--- src/mts_pkg.sv ---
// ----------------------------------------------------------------------------
// mts_pkg
// Shared types and codes for the max tracking stack unit.
// ----------------------------------------------------------------------------
package mts_pkg;

    localparam int WORD_W   = 32;
    localparam int STATUS_W = 2;

    typedef logic signed [WORD_W-1:0]   word_t;
    typedef logic        [STATUS_W-1:0] status_t;

    localparam logic KIND_PUSH = 1'b0;
    localparam logic KIND_POP  = 1'b1;

    localparam status_t STATUS_DONE  = 2'd0;
    localparam status_t STATUS_FULL  = 2'd1;
    localparam status_t STATUS_EMPTY = 2'd2;

    // shift command for one row of stack cells
    typedef struct packed {
        logic push;
        logic pop;
    } cell_ctrl_t;

endpackage

--- src/mts_cell.sv ---
// ----------------------------------------------------------------------------
// mts_cell
// One stack cell: loads from the neighbor above on push, below on pop.
// ----------------------------------------------------------------------------
module mts_cell
(
    input  logic               clk,
    input  mts_pkg::cell_ctrl_t ctrl,
    input  mts_pkg::word_t     up_data,
    input  mts_pkg::word_t     down_data,
    output mts_pkg::word_t     data
);
    import mts_pkg::*;

    word_t data_reg;
    word_t data_next;

    always_comb
    begin
        priority if (ctrl.push)
        begin
            data_next = up_data;
        end
        else if (ctrl.pop)
        begin
            data_next = down_data;
        end
        else
        begin
            data_next = data_reg;
        end
    end

    always_ff @(posedge clk)
    begin
        data_reg <= data_next;
    end

    assign data = data_reg;

endmodule

--- src/max_tracking_stack_unit.sv ---
// ----------------------------------------------------------------------------
// max_tracking_stack_unit
// Bounded stack of signed words with a running maximum kept on a second stack.
// ----------------------------------------------------------------------------
//  channel | direction | tdata                          | tuser
//  s_      | in        | value[31:0]                    | kind
//  m_      | out       | popped_value[31:0], max[63:32] | status[1:0], max_valid[2]
//
//  Unless stalled, one transaction per cycle; results are registered on accept.
//  Both stacks are shifting cell rows with the top in cell 0, so a push or
//  pop moves every cell of the row at once.
//  rst_n clears the counts and the output valid; cell contents are not reset.
//  A stalled result is held in the output register; s_tready drops meanwhile.
// ----------------------------------------------------------------------------
module max_tracking_stack_unit
#(
    parameter int DEPTH = 16
)
(
    input  logic        clk,
    input  logic        rst_n,
    input  logic        s_tvalid,
    output logic        s_tready,
    input  logic [31:0] s_tdata,   // value
    input  logic        s_tuser,   // kind
    output logic        m_tvalid,
    input  logic        m_tready,
    output logic [63:0] m_tdata,   // popped_value, max_value
    output logic [2:0]  m_tuser    // status, max_valid
);
    import mts_pkg::*;

    localparam int CNT_W = $clog2(DEPTH + 1);

    word_t      ent_data [DEPTH];
    word_t      max_data [DEPTH];
    word_t      max_second;
    word_t      value;
    cell_ctrl_t ent_ctrl;
    cell_ctrl_t max_ctrl;

    logic [CNT_W-1:0] entry_cnt_reg;
    logic [CNT_W-1:0] entry_cnt_next;
    logic [CNT_W-1:0] max_cnt_reg;
    logic [CNT_W-1:0] max_cnt_next;

    logic    m_tvalid_reg;
    status_t status_reg;
    status_t status_next;
    word_t   popped_reg;
    word_t   popped_next;
    word_t   max_value_reg;
    word_t   max_value_next;
    logic    max_valid_reg;
    logic    max_valid_next;

    logic accept;
    logic is_pop;
    logic full;
    logic empty;
    logic max_empty;

    assign value    = word_t'(s_tdata);
    assign s_tready = !m_tvalid_reg || m_tready;
    assign accept   = s_tvalid && s_tready;
    assign is_pop   = (s_tuser == KIND_POP);

    assign full      = (entry_cnt_reg == CNT_W'(DEPTH));
    assign empty     = (entry_cnt_reg == '0);
    assign max_empty = (max_cnt_reg == '0);

    assign ent_ctrl.push = accept && !is_pop && !full;
    assign ent_ctrl.pop  = accept && is_pop && !empty;
    assign max_ctrl.push = ent_ctrl.push && (max_empty || (value >= max_data[0]));
    assign max_ctrl.pop  = ent_ctrl.pop && !max_empty && (ent_data[0] == max_data[0]);

    generate
        if (DEPTH > 1)
        begin : g_second
            assign max_second = max_data[1];
        end
        else
        begin : g_no_second
            assign max_second = '0;
        end
    endgenerate

    genvar i;
    generate
        for (i = 0; i < DEPTH; i++)
        begin : g_cell
            word_t ent_up;
            word_t ent_down;
            word_t max_up;
            word_t max_down;

            if (i == 0)
            begin : g_top
                assign ent_up = value;
                assign max_up = value;
            end
            else
            begin : g_mid
                assign ent_up = ent_data[i-1];
                assign max_up = max_data[i-1];
            end

            if (i == DEPTH - 1)
            begin : g_bottom
                assign ent_down = '0;
                assign max_down = '0;
            end
            else
            begin : g_above
                assign ent_down = ent_data[i+1];
                assign max_down = max_data[i+1];
            end

            mts_cell u_ent_cell
            (
                .clk       (clk),
                .ctrl      (ent_ctrl),
                .up_data   (ent_up),
                .down_data (ent_down),
                .data      (ent_data[i])
            );

            mts_cell u_max_cell
            (
                .clk       (clk),
                .ctrl      (max_ctrl),
                .up_data   (max_up),
                .down_data (max_down),
                .data      (max_data[i])
            );
        end
    endgenerate

    always_comb
    begin
        entry_cnt_next = entry_cnt_reg;
        max_cnt_next   = max_cnt_reg;
        if (ent_ctrl.push)
        begin
            entry_cnt_next = entry_cnt_reg + CNT_W'(1);
        end
        if (ent_ctrl.pop)
        begin
            entry_cnt_next = entry_cnt_reg - CNT_W'(1);
        end
        if (max_ctrl.push)
        begin
            max_cnt_next = max_cnt_reg + CNT_W'(1);
        end
        if (max_ctrl.pop)
        begin
            max_cnt_next = max_cnt_reg - CNT_W'(1);
        end
    end

    always_comb
    begin
        if (is_pop)
        begin
            status_next = empty ? STATUS_EMPTY : STATUS_DONE;
        end
        else
        begin
            status_next = full ? STATUS_FULL : STATUS_DONE;
        end

        popped_next    = ent_ctrl.pop ? ent_data[0] : '0;
        max_valid_next = (entry_cnt_next != '0) && (max_cnt_next != '0);

        priority if (!max_valid_next)
        begin
            max_value_next = '0;
        end
        else if (max_ctrl.push)
        begin
            max_value_next = value;
        end
        else if (max_ctrl.pop)
        begin
            max_value_next = max_second;
        end
        else
        begin
            max_value_next = max_data[0];
        end
    end

    always_ff @(posedge clk or negedge rst_n)
    begin
        if (!rst_n)
        begin
            entry_cnt_reg <= '0;
            max_cnt_reg   <= '0;
            m_tvalid_reg  <= 1'b0;
        end
        else
        begin
            entry_cnt_reg <= entry_cnt_next;
            max_cnt_reg   <= max_cnt_next;
            if (s_tready)
            begin
                m_tvalid_reg <= s_tvalid;
            end
        end
    end

    always_ff @(posedge clk)
    begin
        if (accept)
        begin
            status_reg    <= status_next;
            popped_reg    <= popped_next;
            max_value_reg <= max_value_next;
            max_valid_reg <= max_valid_next;
        end
    end

    assign m_tvalid = m_tvalid_reg;
    assign m_tdata  = {max_value_reg, popped_reg};
    assign m_tuser  = {max_valid_reg, status_reg};

    a_cnt_bound : assert property (@(posedge clk) disable iff (!rst_n)
        entry_cnt_reg <= CNT_W'(DEPTH))
        else $error("entry count beyond depth");

    a_max_cnt : assert property (@(posedge clk) disable iff (!rst_n)
        max_cnt_reg <= entry_cnt_reg)
        else $error("max stack deeper than entry stack");

    a_push_max : assert property (@(posedge clk) disable iff (!rst_n)
        (accept && !is_pop && !full) |=> (m_tvalid && m_tuser[2]))
        else $error("push left no valid maximum");

    a_full_max : assert property (@(posedge clk) disable iff (!rst_n)
        (m_tvalid && (m_tuser[1:0] == STATUS_FULL)) |-> m_tuser[2])
        else $error("full stack reported without maximum");

endmodule
--- config.mk ---
export PLATFORM = sky130hd
export DESIGN_NAME = max_tracking_stack_unit
export DESIGN_NICKNAME = d
export VERILOG_FILES = /design/src/mts_pkg.sv /design/src/mts_cell.sv /design/src/max_tracking_stack_unit.sv
export SDC_FILE = /design/constraint.sdc
export NUM_CORES = 2
export LEC_CHECK = 0
export ABC_AREA = 1
export ABC_CLOCK_PERIOD_IN_PS = 28200
export BUFFER_PORTS_ARGS = -buffer_cell sky130_fd_sc_hd__buf_2
export CAP_MARGIN = 20
export CORE_UTILIZATION = 45
export CTS_CLUSTER_DIAMETER = 60
export DETAILED_ROUTE_END_ITERATION = 10
export HOLD_SLACK_MARGIN = 0.02
export SYNTH_ARGS = -nofsm -noshare
export SYNTH_HDL_FRONTEND = slang
export SYNTH_SLANG_ARGS = --single-unit
--- constraint.sdc ---
create_clock -name clk -period 28.2 [get_ports clk]
set_input_delay 2.82 -clock clk [delete_from_list [all_inputs] [get_ports clk]]
set_output_delay 2.82 -clock clk [all_outputs]
set_load 0.01 [all_outputs]
==> flow_summary.ini <==
[power]
p_leak_uw = 0.02214
power.total_uw = 4589
irDropWorstVdd_v = 0.00005505
power_density_mw_per_mm2 = 87.59

[detailed_routing]
wirelength_um = 94110
detail_route.wl_per_cell_um = 15.27
drt.antenna.violating_nets = 0
number_of_detailed_routing_iterations_run_before_antenna_repair = 6
vias_per_cell = 4.963
detailedRoute.firstIterationViolations = 3141
drt_drc_violations_left = 0
vias = 30583

[finish]
most_frequent_standard_cell_in_the_layout_excluding_fill_and_tap_cells = sky130_fd_sc_hd__nand2_1
final_layout_size_suffix_gt1_frac = 0.07259
post-route-cell-area_mm2 = 0.05239
areaGrowthSynthToFinish_pct = 10.56
commonest_cells_after_routing_fill_and_taps_aside = 2509 x sky130_fd_sc_hd__nand2_1, 1059 x sky130_fd_sc_hd__edfxtp_1, 258 x sky130_fd_sc_hd__o21ai_0
finalNetCount = 4764

[critical_path]
worst-endpoint-arrival_ns = 8.84
critical_path_class = primary input to flop
top_fanout_value_on_the_critical_path = 121
crit_required_ns = 28.60
start_kind = primary input
critPathCaptureType = flop

[place]
dp_slack_ns = 18.77
io_buffer_count = 105
place_area_mm2 = 0.04881
detailed_place_hpwl_um = 56100
gp_congestion = 0.7786

[timing]
rsz0062_at_grt = false
finalSetupTns_ns = 0
final.setup_skew_ns = 0.04011
fin_ws_ns = 19.77
finalHoldWorstSlack_ns = 0.5008
hold_viol_final = 0
max_slew.worst_pin.slew_ns = 1.057
worst_slew_margin_rel = 0.2953
number_of_pins_exceeding_their_max_slew_limit_in_the_final_report = 0
setup_viol = 0
final_critical_path_required_period_ns = 8.434
achievable_clock_frequency_mhz = 118.6
fin_crit_sh = 0.2991

[logic_synthesis]
synthCells = 4675
syn-num-nets = 4748
synth_seq_cells = 1102
sequential_area_share_after_synthesis = 0.6904
synth.yosys.warnings = 0
syn_area_per_cell_um2 = 10.14
syn_area_mm2 = 0.04738
synth.lib_cells_used.distinct = 35

[run_status]
run_status = finished clean

[grt]
grt_overflow = 0
antenna_found_initial = 7
grt_util_all_layers = 0.1749
grt_pass1_vias = 28537
pin_count_of_the_biggest_net_entering_global_routing = 237
grt_pass1_wl_um = 152300

[clock_network]
h-tree-depth = 3
clock_tree.root_cell = sky130_fd_sc_hd__clkbuf_16
cts-hold-fix-buffers = 0
ctsResizeCount = 0
cts_buffers = 116
clock-sinks = 1102
worst_skew_pair.late_latency_ns = 0.72
cts_tree = built
cts_buffer_depth = 3
cts_post_setup_buffers_inserted = 0
worst_setup_hold_path_clk_slew_ns = 0.06

[die]
die_height_um = 326.5
boundaryPins = 106
die_width_um = 326.5
die_area_mm2 = 0.1066
std_cell_rows = 118
start_util = 0.4559
core_mm2 = 0.1039

[flow_run]
timing.max_cap.violations = 0

[worst_hold_path]
hold_class = flop to flop
area by class of cell:
cell class | instances | area (um^2)
Clock buffer | 156 | 3133
Clock inverter | 51 | 412.9
Sequential cell | 1102 | 32720
Inverter | 262 | 999.7
Antenna cell | 2 | 5.005
Multi-Input combinational cell | 3076 | 12590
Timing Repair Buffer | 133 | 805.8
Tap cell | 1380 | 1727
Fill cell | 9550 | 51550
cell families (layout without fill, tap and decap cells):
family	count (synthesis)	in the layout	share of synthesized area
AOI/OAI and AO/OA	299	299	0.03190
xor gates and xnor gates	23	23	0.004251
adders and majority gates	36	36	0.009506
and+or+nand+nor	2717	2717	0.2191
other	0	2	0
DFF	1102	1102	0.6904
muxes	1	1	0.0002113
buffers and inverters	497	602	0.04460
metrics by stage:
stage            util  cells
6_report       0.5040   6162
5_1_grt        0.5040   6161
2_1_floorplan       -   4675
3_5_place_dp   0.4696   5952
3_3_place_gp   0.4696   5952
4_1_cts        0.5037   6159
cells in the mapped netlist:
cell / number / area (um^2)
sky130_fd_sc_hd__a21o_1: 2 / 15.01
sky130_fd_sc_hd__a21oi_1: 15 / 75.07
sky130_fd_sc_hd__a21oi_2: 1 / 8.760
sky130_fd_sc_hd__buf_1: 19 / 71.32
sky130_fd_sc_hd__buf_2: 79 / 395.4
sky130_fd_sc_hd__buf_4: 23 / 172.7
sky130_fd_sc_hd__buf_6: 5 / 56.30
sky130_fd_sc_hd__buf_8: 2 / 30.03
sky130_fd_sc_hd__clkbuf_1: 105 / 394.1
sky130_fd_sc_hd__clkbuf_2: 2 / 10.01
sky130_fd_sc_hd__dfrtp_1: 11 / 275.3
sky130_fd_sc_hd__dfxtp_1: 32 / 640.6
sky130_fd_sc_hd__edfxtp_1: 1059 / 31800
sky130_fd_sc_hd__ha_1: 36 / 450.4
sky130_fd_sc_hd__inv_1: 247 / 927.1
sky130_fd_sc_hd__inv_2: 15 / 56.30
sky130_fd_sc_hd__mux2i_1: 1 / 10.01
sky130_fd_sc_hd__nand2_1: 2512 / 9429
sky130_fd_sc_hd__nand2_2: 8 / 50.05
sky130_fd_sc_hd__nand2_4: 1 / 11.26
sky130_fd_sc_hd__nand3_1: 10 / 50.05
sky130_fd_sc_hd__nand3_2: 4 / 40.04
sky130_fd_sc_hd__nand3b_1: 1 / 7.510
sky130_fd_sc_hd__nand4_1: 16 / 100.1
sky130_fd_sc_hd__nor2_1: 134 / 503.0
sky130_fd_sc_hd__nor2_2: 22 / 137.6
sky130_fd_sc_hd__nor2_4: 1 / 11.26
sky130_fd_sc_hd__nor3_1: 7 / 35.03
sky130_fd_sc_hd__nor4_1: 1 / 6.260
sky130_fd_sc_hd__o211ai_1: 1 / 7.510
sky130_fd_sc_hd__o21ai_0: 258 / 1291
sky130_fd_sc_hd__o21ai_1: 21 / 105.1
sky130_fd_sc_hd__o32ai_1: 1 / 8.760
sky130_fd_sc_hd__xnor2_1: 17 / 148.9
sky130_fd_sc_hd__xor2_1: 6 / 52.55
report_power, final:
part | switching [uW] | total [uW] | internal, uW | leakage (uW)
Clock | 628 | 1440 | 813 | 0.00174
Sequential | 129 | 2320 | 2190 | 0.0104
Combinational | 585 | 824 | 239 | 0.0100
Total | 1340 | 4590 | 3250 | 0.0221
path summary, 6_finish.rpt:
kind	start	to	slack, ns	cells after the start
max reg2reg	entry_cnt_reg[0]$_DFF_PN0_	g_cell[13].u_max_cell.data[21]$_DFFE_PP_	21.47	12
max	m_tready	g_cell[13].u_max_cell.data[21]$_DFFE_PP_	19.77	14
min in group asynchronous	rst_n	entry_cnt_reg[1]$_DFF_PN0_	2.00	1
min reg2reg	g_cell[15].u_ent_cell.data[14]$_SDFFCE_PN0P_	g_cell[14].u_ent_cell.data[14]$_DFFE_PP_	0.50	2
max in group asynchronous	rst_n	max_cnt_reg[1]$_DFF_PN0_	25.95	1
min	g_cell[15].u_ent_cell.data[14]$_SDFFCE_PN0P_	g_cell[14].u_ent_cell.data[14]$_DFFE_PP_	0.50	2
critical path, stage by stage:
cell and delay, ns:
sky130_fd_sc_hd__buf_2 0.08, sky130_fd_sc_hd__inv_1 0.04, sky130_fd_sc_hd__nand2_2 0.06, sky130_fd_sc_hd__nand2_1 0.11, sky130_fd_sc_hd__nor2_1 0.19, sky130_fd_sc_hd__nand2_4 0.45
sky130_fd_sc_hd__inv_8 0.53, sky130_fd_sc_hd__buf_16 0.42, sky130_fd_sc_hd__nand2_8 0.38, sky130_fd_sc_hd__inv_8 0.60, sky130_fd_sc_hd__buf_4 0.90, sky130_fd_sc_hd__buf_4 0.83
sky130_fd_sc_hd__buf_4 0.90, sky130_fd_sc_hd__o21ai_0 0.17
metal layers:
metal / up-vias / track usage / wire length [um]
met4: 8 / 0.04551 / 1638
met3: 118 / 0.03303 / 5363
li1: 15186 / - / -
met1: 14631 / 0.2706 / 46600
met2: 640 / 0.2516 / 40450
met5: - / 0 / 55
Power figures use the tool's default switching activity.
